### src/rtl/core/psch_pkg.sv
// Shared types and constants of the priority thread scheduler.
// Used by psch_cell and priority_thread_scheduler; depends on nothing.
package psch_pkg;

  localparam int PRIO_W = 8;
  localparam int ID_W   = 16;
  localparam int TIME_W = 32;
  localparam int IN_W   = 64;
  localparam int OUT_W  = 80;

  typedef enum logic [2:0] {
    MODE_TICK      = 3'd0,
    MODE_SCHED     = 3'd1,
    MODE_ADD       = 3'd2,
    MODE_KILL_ID   = 3'd3,
    MODE_KILL_SELF = 3'd4,
    MODE_SLEEP     = 3'd5,
    MODE_BLOCK     = 3'd6,
    MODE_NOP       = 3'd7
  } mode_t;

  typedef enum logic [1:0] {
    ST_OK      = 2'd0,
    ST_LIMIT   = 2'd1,
    ST_LAST    = 2'd2,
    ST_NO_SUCH = 2'd3
  } status_t;

  typedef enum logic [1:0] {
    FSM_IDLE,
    FSM_SCAN,
    FSM_EXEC,
    FSM_RESP
  } fsm_t;

  typedef enum logic [2:0] {
    CK_NONE,
    CK_TICK,
    CK_ADD,
    CK_KILL,
    CK_SLEEP,
    CK_BLOCK
  } cmd_kind_t;

  // write broadcast to the cells; targeted kinds act on one slot only
  typedef struct packed {
    cmd_kind_t          kind;
    logic [TIME_W-1:0]  wake;
    logic [PRIO_W-1:0]  prio;
    logic [ID_W-1:0]    id;
    logic               bflag;
  } cell_cmd_t;

endpackage

### src/rtl/core/psch_cell.sv
// One thread slot: flags, priority, wake time and id, plus one stage of the
// search chain. Depends on psch_pkg.
module psch_cell #(
  parameter int N   = 16,
  parameter int SW  = 4,
  parameter int IDX = 0
) (
  input  logic                            clk,
  input  logic                            rst_n,
  input  psch_pkg::cell_cmd_t             cmd,
  input  logic [SW-1:0]                   cmd_slot,
  input  psch_pkg::mode_t                 scan_mode,
  input  logic [psch_pkg::ID_W-1:0]       scan_id,
  input  logic [SW-1:0]                   cur,
  input  logic                            cin_found,
  input  logic [psch_pkg::PRIO_W+SW-1:0]  cin_key,
  input  logic [SW-1:0]                   cin_slot,
  output logic                            cout_found,
  output logic [psch_pkg::PRIO_W+SW-1:0]  cout_key,
  output logic [SW-1:0]                   cout_slot,
  output logic                            alive,
  output logic [psch_pkg::ID_W-1:0]       id
);
  import psch_pkg::*;

  localparam logic [SW-1:0] IDX_V = SW'(IDX);

  logic               alive_r, blocked_r, asleep_r;
  logic [PRIO_W-1:0]  prio_r;
  logic [TIME_W-1:0]  wake_r;
  logic [ID_W-1:0]    id_r;
  logic               found_r;
  logic [PRIO_W+SW-1:0] key_r;
  logic [SW-1:0]      slot_r;

  logic               hit;
  logic               elig;
  logic [SW:0]        diff;
  logic [SW-1:0]      rank;
  logic [PRIO_W-1:0]  kprio;
  logic [PRIO_W+SW-1:0] key;
  logic               take;

  assign hit = (cmd_slot == IDX_V);

  // search key: priority then distance in wrapped scan order (slot index for add)
  always_comb begin
    elig  = 1'b0;
    kprio = '0;
    diff  = {1'b0, IDX_V} - {1'b0, cur};
    case (scan_mode)
      MODE_SCHED: begin
        elig  = alive_r && !blocked_r && !asleep_r;
        kprio = prio_r;
        diff  = {1'b0, IDX_V} - {1'b0, cur} - {{SW{1'b0}}, 1'b1};
      end
      MODE_KILL_ID: elig = alive_r && (id_r == scan_id);
      MODE_ADD:     elig = !alive_r;
      default:      elig = 1'b0;
    endcase
    if (diff[SW]) diff = diff + (SW+1)'(N);
    rank = (scan_mode == MODE_ADD) ? IDX_V : diff[SW-1:0];
    key  = {kprio, rank};
    take = elig && (!cin_found || key < cin_key);
  end

  always_ff @(posedge clk) begin
    if (!rst_n) begin
      found_r <= 1'b0;
    end else begin
      found_r <= take || cin_found;
    end
    key_r  <= take ? key : cin_key;
    slot_r <= take ? IDX_V : cin_slot;
  end

  always_ff @(posedge clk) begin
    if (!rst_n) begin
      alive_r   <= 1'b0;
      blocked_r <= 1'b0;
      asleep_r  <= 1'b0;
    end else begin
      case (cmd.kind)
        CK_TICK: begin
          if (alive_r && asleep_r && wake_r == cmd.wake) asleep_r <= 1'b0;
        end
        CK_ADD: begin
          if (hit) begin
            alive_r   <= 1'b1;
            blocked_r <= 1'b0;
            asleep_r  <= 1'b0;
          end
        end
        CK_KILL: begin
          if (hit) begin
            alive_r   <= 1'b0;
            blocked_r <= 1'b0;
          end
        end
        CK_SLEEP: if (hit) asleep_r <= 1'b1;
        CK_BLOCK: if (hit) blocked_r <= cmd.bflag;
        default: ;
      endcase
    end
  end

  always_ff @(posedge clk) begin
    if (hit && cmd.kind == CK_ADD) begin
      prio_r <= cmd.prio;
      id_r   <= cmd.id;
      wake_r <= '0;
    end else if (hit && cmd.kind == CK_SLEEP) begin
      wake_r <= cmd.wake;
    end
  end

  assign cout_found = found_r;
  assign cout_key   = key_r;
  assign cout_slot  = slot_r;
  assign alive      = alive_r;
  assign id         = id_r;

endmodule

### src/rtl/core/priority_thread_scheduler.sv
// Top level of the priority thread scheduler: command sequencer, system
// time and counters, and a chain of MAX_SLOTS slot cells. Depends on
// psch_pkg and psch_cell.
//
//   channel  ports        dir  payload
//   command  in_t*        in   tuser: mode; tdata: priority_req, duration, thread_id,
//                              slot, block_flag
//   result   out_t*       out  status, running_slot, running_id, thread_count,
//                              time_now, new_id
//
// Schedule, add and kill by id walk the cell chain in the scan state before
// execute and response; other commands go from idle straight to execute. The search carry moves one cell a cycle.
// Synchronous active-low reset empties the table; no clearing pass.
// One word at a time; a new command is taken while a result waits, and the
// block holds in its response state while an earlier result waits and out_tready stays low.
module priority_thread_scheduler #(
  parameter int MAX_SLOTS = 16
) (
  input  logic                        clk,
  input  logic                        rst_n,
  input  logic                        in_tvalid,
  output logic                        in_tready,
  // mode[2:0]
  input  logic [2:0]                  in_tuser,
  // priority_req[7:0] duration[39:8] thread_id[55:40] slot[59:56]
  // block_flag[60] zero[63:61]
  input  logic [psch_pkg::IN_W-1:0]   in_tdata,
  output logic                        out_tvalid,
  input  logic                        out_tready,
  // status[1:0] running_slot[5:2] running_id[21:6] thread_count[26:22]
  // time_now[58:27] new_id[74:59] zero[79:75]
  output logic [psch_pkg::OUT_W-1:0]  out_tdata
);
  import psch_pkg::*;

  localparam int SW = (MAX_SLOTS > 1) ? $clog2(MAX_SLOTS) : 1;
  localparam int CW = $clog2(MAX_SLOTS + 1);
  localparam int KW = PRIO_W + SW;

  fsm_t               state_r, state_nxt;
  logic [SW-1:0]      cnt_r, cnt_nxt;
  mode_t              mode_r;
  logic [PRIO_W-1:0]  prio_r;
  logic [ID_W-1:0]    tid_r;
  logic [3:0]         slot_r;
  logic               bflag_r;
  logic [TIME_W-1:0]  arg_r;
  logic [SW-1:0]      cur_r, cur_nxt;
  logic [TIME_W-1:0]  tick_r, tick_nxt;
  logic [CW-1:0]      count_r, count_nxt;
  logic [ID_W-1:0]    idc_r, idc_nxt;
  status_t            status_r, status_nxt;
  logic [ID_W-1:0]    newid_r, newid_nxt;
  logic               out_tvalid_r, out_tvalid_nxt;
  logic [OUT_W-1:0]   out_tdata_r, out_tdata_nxt;

  logic               accept;
  mode_t              in_mode;
  cell_cmd_t          cmd;
  logic [SW-1:0]      cmd_slot;

  logic [MAX_SLOTS-1:0]  alive_v;
  logic [ID_W-1:0]       id_a    [MAX_SLOTS];
  logic [MAX_SLOTS:0]    c_found;
  logic [KW-1:0]         c_key   [MAX_SLOTS+1];
  logic [SW-1:0]         c_slot  [MAX_SLOTS+1];

  assign in_tready = (state_r == FSM_IDLE);
  assign accept    = in_tvalid && in_tready;
  assign in_mode   = mode_t'(in_tuser);

  assign c_found[0] = 1'b0;
  assign c_key[0]   = '0;
  assign c_slot[0]  = '0;

  for (genvar g = 0; g < MAX_SLOTS; g++) begin : g_cell
    psch_cell #(.N(MAX_SLOTS), .SW(SW), .IDX(g)) u_cell (
      .clk        (clk),
      .rst_n      (rst_n),
      .cmd        (cmd),
      .cmd_slot   (cmd_slot),
      .scan_mode  (mode_r),
      .scan_id    (tid_r),
      .cur        (cur_r),
      .cin_found  (c_found[g]),
      .cin_key    (c_key[g]),
      .cin_slot   (c_slot[g]),
      .cout_found (c_found[g+1]),
      .cout_key   (c_key[g+1]),
      .cout_slot  (c_slot[g+1]),
      .alive      (alive_v[g]),
      .id         (id_a[g])
    );
  end

  // command fields; time argument is the next tick or the wake time
  always_ff @(posedge clk) begin
    if (accept) begin
      mode_r  <= in_mode;
      prio_r  <= in_tdata[7:0];
      tid_r   <= in_tdata[55:40];
      slot_r  <= in_tdata[59:56];
      bflag_r <= in_tdata[60];
      arg_r   <= tick_r + ((in_mode == MODE_TICK) ? TIME_W'(1) : in_tdata[39:8]);
    end
  end

  always_ff @(posedge clk) begin
    if (!rst_n) begin
      state_r      <= FSM_IDLE;
      cnt_r        <= '0;
      cur_r        <= '0;
      tick_r       <= '0;
      count_r      <= '0;
      idc_r        <= '0;
      status_r     <= ST_OK;
      newid_r      <= '0;
      out_tvalid_r <= 1'b0;
    end else begin
      state_r      <= state_nxt;
      cnt_r        <= cnt_nxt;
      cur_r        <= cur_nxt;
      tick_r       <= tick_nxt;
      count_r      <= count_nxt;
      idc_r        <= idc_nxt;
      status_r     <= status_nxt;
      newid_r      <= newid_nxt;
      out_tvalid_r <= out_tvalid_nxt;
    end
    out_tdata_r <= out_tdata_nxt;
  end

  always_comb begin
    state_nxt      = state_r;
    cnt_nxt        = cnt_r;
    cur_nxt        = cur_r;
    tick_nxt       = tick_r;
    count_nxt      = count_r;
    idc_nxt        = idc_r;
    status_nxt     = status_r;
    newid_nxt      = newid_r;
    out_tvalid_nxt = out_tvalid_r && !out_tready;
    out_tdata_nxt  = out_tdata_r;
    cmd            = '{kind: CK_NONE, wake: arg_r, prio: prio_r, id: idc_r, bflag: bflag_r};
    cmd_slot       = cur_r;
    case (state_r)
      FSM_IDLE: begin
        if (accept) begin
          cnt_nxt = '0;
          if (in_mode == MODE_SCHED || in_mode == MODE_ADD || in_mode == MODE_KILL_ID)
            state_nxt = FSM_SCAN;
          else
            state_nxt = FSM_EXEC;
        end
      end
      FSM_SCAN: begin
        if (cnt_r == SW'(MAX_SLOTS - 1)) state_nxt = FSM_EXEC;
        else cnt_nxt = cnt_r + SW'(1);
      end
      FSM_EXEC: begin
        status_nxt = ST_OK;
        newid_nxt  = '0;
        state_nxt  = FSM_RESP;
        case (mode_r)
          MODE_TICK: begin
            tick_nxt = arg_r;
            cmd.kind = CK_TICK;
          end
          MODE_SCHED: if (c_found[MAX_SLOTS]) cur_nxt = c_slot[MAX_SLOTS];
          MODE_ADD: begin
            if (count_r == CW'(MAX_SLOTS) || !c_found[MAX_SLOTS]) begin
              status_nxt = ST_LIMIT;
            end else begin
              cmd.kind  = CK_ADD;
              cmd_slot  = c_slot[MAX_SLOTS];
              newid_nxt = idc_r;
              idc_nxt   = idc_r + ID_W'(1);
              count_nxt = count_r + CW'(1);
            end
          end
          MODE_KILL_ID: begin
            if (count_r == CW'(1)) begin
              status_nxt = ST_LAST;
            end else if (!c_found[MAX_SLOTS]) begin
              status_nxt = ST_NO_SUCH;
            end else begin
              cmd.kind  = CK_KILL;
              cmd_slot  = c_slot[MAX_SLOTS];
              count_nxt = count_r - CW'(1);
            end
          end
          MODE_KILL_SELF: begin
            if (count_r == CW'(1)) begin
              status_nxt = ST_LAST;
            end else if (!alive_v[cur_r]) begin
              status_nxt = ST_NO_SUCH;
            end else begin
              cmd.kind  = CK_KILL;
              count_nxt = count_r - CW'(1);
            end
          end
          MODE_SLEEP: cmd.kind = CK_SLEEP;
          MODE_BLOCK: begin
            if (32'(slot_r) < MAX_SLOTS) begin
              cmd.kind = CK_BLOCK;
              cmd_slot = SW'(slot_r);
            end
          end
          default: ;
        endcase
      end
      FSM_RESP: begin
        if (!out_tvalid_r || out_tready) begin
          out_tvalid_nxt = 1'b1;
          out_tdata_nxt  = {5'd0, newid_r, tick_r, 5'(count_r),
                            alive_v[cur_r] ? id_a[cur_r] : ID_W'(0),
                            4'(cur_r), status_r};
          state_nxt      = FSM_IDLE;
        end
      end
      default: state_nxt = FSM_IDLE;
    endcase
  end

  assign out_tvalid = out_tvalid_r;
  assign out_tdata  = out_tdata_r;

  a_count_matches: assert property (@(posedge clk) disable iff (!rst_n)
    $countones(alive_v) == int'(count_r))
    else $error("thread count differs from alive slots");

  a_one_word: assert property (@(posedge clk) disable iff (!rst_n)
    in_tvalid && in_tready |=> !in_tready)
    else $error("second command taken while one is in flight");

  a_cur_range: assert property (@(posedge clk) disable iff (!rst_n)
    int'(cur_r) < MAX_SLOTS)
    else $error("current slot out of range");

endmodule

### config.mk
export PLATFORM = sky130hd
export DESIGN_NAME = priority_thread_scheduler
export DESIGN_NICKNAME = d
export VERILOG_FILES = /design/src/rtl/core/psch_pkg.sv /design/src/rtl/core/psch_cell.sv /design/src/rtl/core/priority_thread_scheduler.sv
export SDC_FILE = /design/constraint.sdc
export NUM_CORES = 2
export LEC_CHECK = 0
export ABC_AREA = 1
export BUFFER_PORTS_ARGS = -buffer_cell sky130_fd_sc_hd__buf_4
export CAP_MARGIN = 20
export CELL_PAD_IN_SITES_DETAIL_PLACEMENT = 2
export CELL_PAD_IN_SITES_GLOBAL_PLACEMENT = 2
export CORE_MARGIN = 2
export CORE_UTILIZATION = 28
export CTS_BUF_LIST = sky130_fd_sc_hd__clkbuf_16
export CTS_CLUSTER_SIZE = 16
export DETAILED_ROUTE_END_ITERATION = 10
export PLACE_DENSITY_LB_ADDON = 0.1
export SETUP_SLACK_MARGIN = 0.15
export SKIP_LAST_GASP = 1
export SYNTH_ARGS = -nofsm -noshare
export SYNTH_HDL_FRONTEND = slang
export SYNTH_SLANG_ARGS = --single-unit
### constraint.sdc
create_clock -name clk -period 5.7 [get_ports clk]
set_input_delay 0.57 -clock clk [delete_from_list [all_inputs] [get_ports clk]]
set_output_delay 0.57 -clock clk [all_outputs]
set_load 0.005 [all_outputs]
==> key figures <==
Worst setup path
  • Crit. End Element: register
  • Peak fanout along the critical path: 27
  • CP Data Required Time: 6400 ps
  • Setup CP Type: register to register
  • Critical path launch point type: register
  • R2r setup slk: 1070 ps
  • Crit path DAT: between 5000 and 6000 ps

Power
  • Power Total: 29.9 mW
  • Worst vdd ir: 0.240 mV
  • LEAKAGE: slightly below 30 nW
  • Pwr Density: ~400 nW/µm²

Cells and area
  • Commonest non-fill, non-tap cell in the layout: nand2_1
  • Final Non-Filler Cells: 10,809
  • Final Instance Area: 75,300 µm²
  • Synth-to-Final Area Change: 15.3%
  • FILL cells: 25,889
  • Final net count: 7,903
  • Final core utilization: 0.324
  • Layout cells sized above 1: 0.0908
  • Commonest non-fill, non-tap cells in the layout: 1,245 x nand2_1, 1,017 x o21ai_0, 885 x dfxtp_1

Placed design
  • Routability cong.: around 0.81
  • Placed cell areas: slightly below 70,000 µm²
  • Pre-CTS setup slack: 1180 ps
  • Dpl hpwl: 170,000 µm
  • Placed insts: 10,443
  • I/O Buffers: 144

Synth
  • Netlist cell types: 55
  • Async set-reset flop share out of synthesis: 0
  • Synth Instances: 7,582
  • Register bit total from synthesis: 1,410
  • Ys flop type: dfxtp_1
  • Number of enable flip-flop cells after synthesis: 523
  • Cell Area, Synth: 65,300 µm²
  • Seq/Total Area, Yosys: 0.512
  • Yosys warning total: 0
  • Syn Area/Cell: 8.62 µm²

STA
  • Slew @ Worst Pin: 1100 ps
  • Final worst path period share: 0.812
  • Fmax: 216 MHz
  • Crit path time final: about 4600 ps
  • RSZ-0062 raised after global routing: no
  • Slew HR: 0.265
  • PnR worst setup slack: 1070 ps
  • Setup TNS: 0 ps
  • Hold WS: 97.7 ps
  • Hold Violations, Final: 0
  • Pins Over Slew Limit: 0
  • # setup viols final: 0
  • Layout Skew: 33.4 ps

Routing
  • Initial drt markers: 2,351
  • Detail-routed via count per cell: 5.00
  • Detailed Route WL: 242,000 µm
  • 1st-pass router iterations: 5
  • Vias: 54,072
  • Drc violations: 0
  • Antenna-violating nets left: 0
  • Drt wl/cell: between 20 and 25 µm

Floorplanning
  • Initial Util: 0.281
  • Die Span Y: 487 µm
  • Core ar.: around 230,000 µm²
  • Num rows: 177
  • DIE WIDTH: 487 µm
  • Die area: 237,000 µm²
  • Io pins: 153

Outcome
  • Status: completed

Flow run
  • MaxCap Viol Count: 0

CTS
  • Clock transition at path regs: ~60 ps
  • Clk Tree Root Cell: clkbuf_16
  • Clk Latency, worst-skew pair: 820 ps
  • CTS resizes: 0
  • TritonCTS clock tree: done
  • Total number of H-tree levels: 4
  • Clock sinks: 1,410
  • Maximum clock path buffer count: 3
  • Num CTS Buffers: 175

Global route
  • Global route overflow: 0
  • Total track usage: 0.202
  • Initial antenna violation count: 6
  • Vias in the first global route: 57,476
  • Largest net degree at the start of global routing: 112
  • First-pass GRT wire length: 370,000 µm

Hold path
  • Hold WC Path Type: input port to register
[cell usage after synthesis (2+ instances only)]
| library cell | count | share of area |
|---|---|---|
| o21a_1 | 5 | 0.00057 |
| nor2_1 | 472 | 0.027 |
| o2111ai_1 | 73 | 0.0098 |
| a31oi_1 | 3 | 0.00029 |
| or2_2 | 82 | 0.0079 |
| clkinv_1 | 24 | 0.0014 |
| a211oi_1 | 43 | 0.0049 |
| nor2_2 | 29 | 0.0028 |
| a21boi_0 | 7 | 0.00080 |
| o22ai_1 | 116 | 0.011 |
| clkbuf_1 | 337 | 0.019 |
| a21oi_1 | 844 | 0.065 |
| ha_1 | 218 | 0.042 |
| xnor2_1 | 128 | 0.017 |
| o211ai_1 | 15 | 0.0017 |
| inv_1 | 599 | 0.034 |
| nand4_1 | 80 | 0.0077 |
| inv_2 | 26 | 0.0015 |
| clkbuf_2 | 9 | 0.00069 |
| o21bai_1 | 4 | 0.00046 |
| nand2_1 | 1247 | 0.072 |
| buf_4 | 7 | 0.00080 |
| nand3_1 | 114 | 0.0087 |
| o221ai_1 | 3 | 0.00040 |
| nor2_4 | 16 | 0.0028 |
| nor3_2 | 2 | 0.00031 |
| o21ai_1 | 42 | 0.0032 |
| o21ai_0 | 1017 | 0.078 |
| a221oi_1 | 16 | 0.0021 |
| xor2_1 | 262 | 0.035 |
| nand2_2 | 4 | 0.00038 |
| a21o_1 | 2 | 0.00023 |
| a211o_1 | 3 | 0.00040 |
| nor4_1 | 49 | 0.0047 |
| dfxtp_1 | 887 | 0.27 |
| buf_2 | 80 | 0.0061 |
| nor3_1 | 115 | 0.0088 |
| a41oi_1 | 16 | 0.0021 |
| o221a_2 | 3 | 0.00052 |
| buf_1 | 35 | 0.0020 |
| edfxtp_1 | 523 | 0.24 |
| nor3b_1 | 7 | 0.00080 |
| o31ai_1 | 6 | 0.00069 |
[final timing paths]
check | start | to | depth (start not counted)
max | cur_r[2] | g_cell[10].u_cell.cout_key[1] | 16
min | out_tready | out_tvalid | 4
max reg2reg | cur_r[2] | g_cell[10].u_cell.cout_key[1] | 16
min reg2reg | g_cell[3].u_cell.cout_slot[0] | g_cell[4].u_cell.cout_slot[0] | 2
[timing repair]
action	CTS	global route
buffers inserted	0	0
hold buffers	32	0
hold endpoints to repair	32	0
[registers in the layout, summed over array words and instances (netlist names), 32 cells and up]
| register | count |
|---|---|
| out_tdata | 75 |
| tick_r | 32 |
| g_cell.u_cell.cout_key | 180 |
| g_cell.u_cell.wake_r | 512 |
| arg_r | 32 |
| g_cell.u_cell.prio_r | 128 |
| g_cell.u_cell.id | 256 |
| g_cell.u_cell.cout_slot | 49 |
[area by class of cell]
| type | instances | area, µm² | share of cell area |
|---|---|---|---|
| Antenna cell | 4 | 10.0 | 0.000133 |
| Clock buffer | 181 | 4530 | 0.0601 |
| Clock inverter | 145 | 806 | 0.0107 |
| Inverter | 649 | 2440 | 0.0324 |
| Multi-Input combinational cell | 5059 | 27700 | 0.368 |
| Sequential cell | 1410 | 33500 | 0.444 |
| Tap cell | 3043 | 3810 | 0.0506 |
| Timing Repair Buffer | 318 | 2550 | 0.0339 |
[report_power, final]
group / internal [mW] / switching, mW
logic: 2.28 / 4.57
registers: 11.7 / 0.817
clock network: 5.91 / 4.64
total: 19.9 / 10.0
[routing by layer]
layer	global-route usage	part of all wire	vias up
li1	-	-	25904
met1	0.264	0.46	27312
met2	0.352	0.49	570
met3	0.0231	0.024	284
met4	0.0531	0.025	2
met5	0	0.000054	-
[critical path, cell delays in order, from the launching register on]
cell	delay [ps]
dfxtp_1	870
inv_1	300
ha_1	330
a21oi_1	170
xor2_1	240
nor2_1	80
nor2_1	340
inv_1	140
ha_1	330
nand2_1	50
o21ai_0	430
nand2_1	100
nand3_1	100
nand2_1	60
nand2_1	650
nand2_1	170
o21ai_0	160
[logic make-up after synthesis]
logic type                 Yosys count  synth area share
adders and majority gates          219            0.0421
xor gates and xnor gates           390            0.0523
AOI/OAI and AO/OA                 2221             0.182
and+or+nand+nor                   2223             0.144
buffers and inverters             1117            0.0663
DFF                               1410             0.512
muxes                                1          0.000172
other                                1         0.0000574
(Power assumes the default switching activity.)
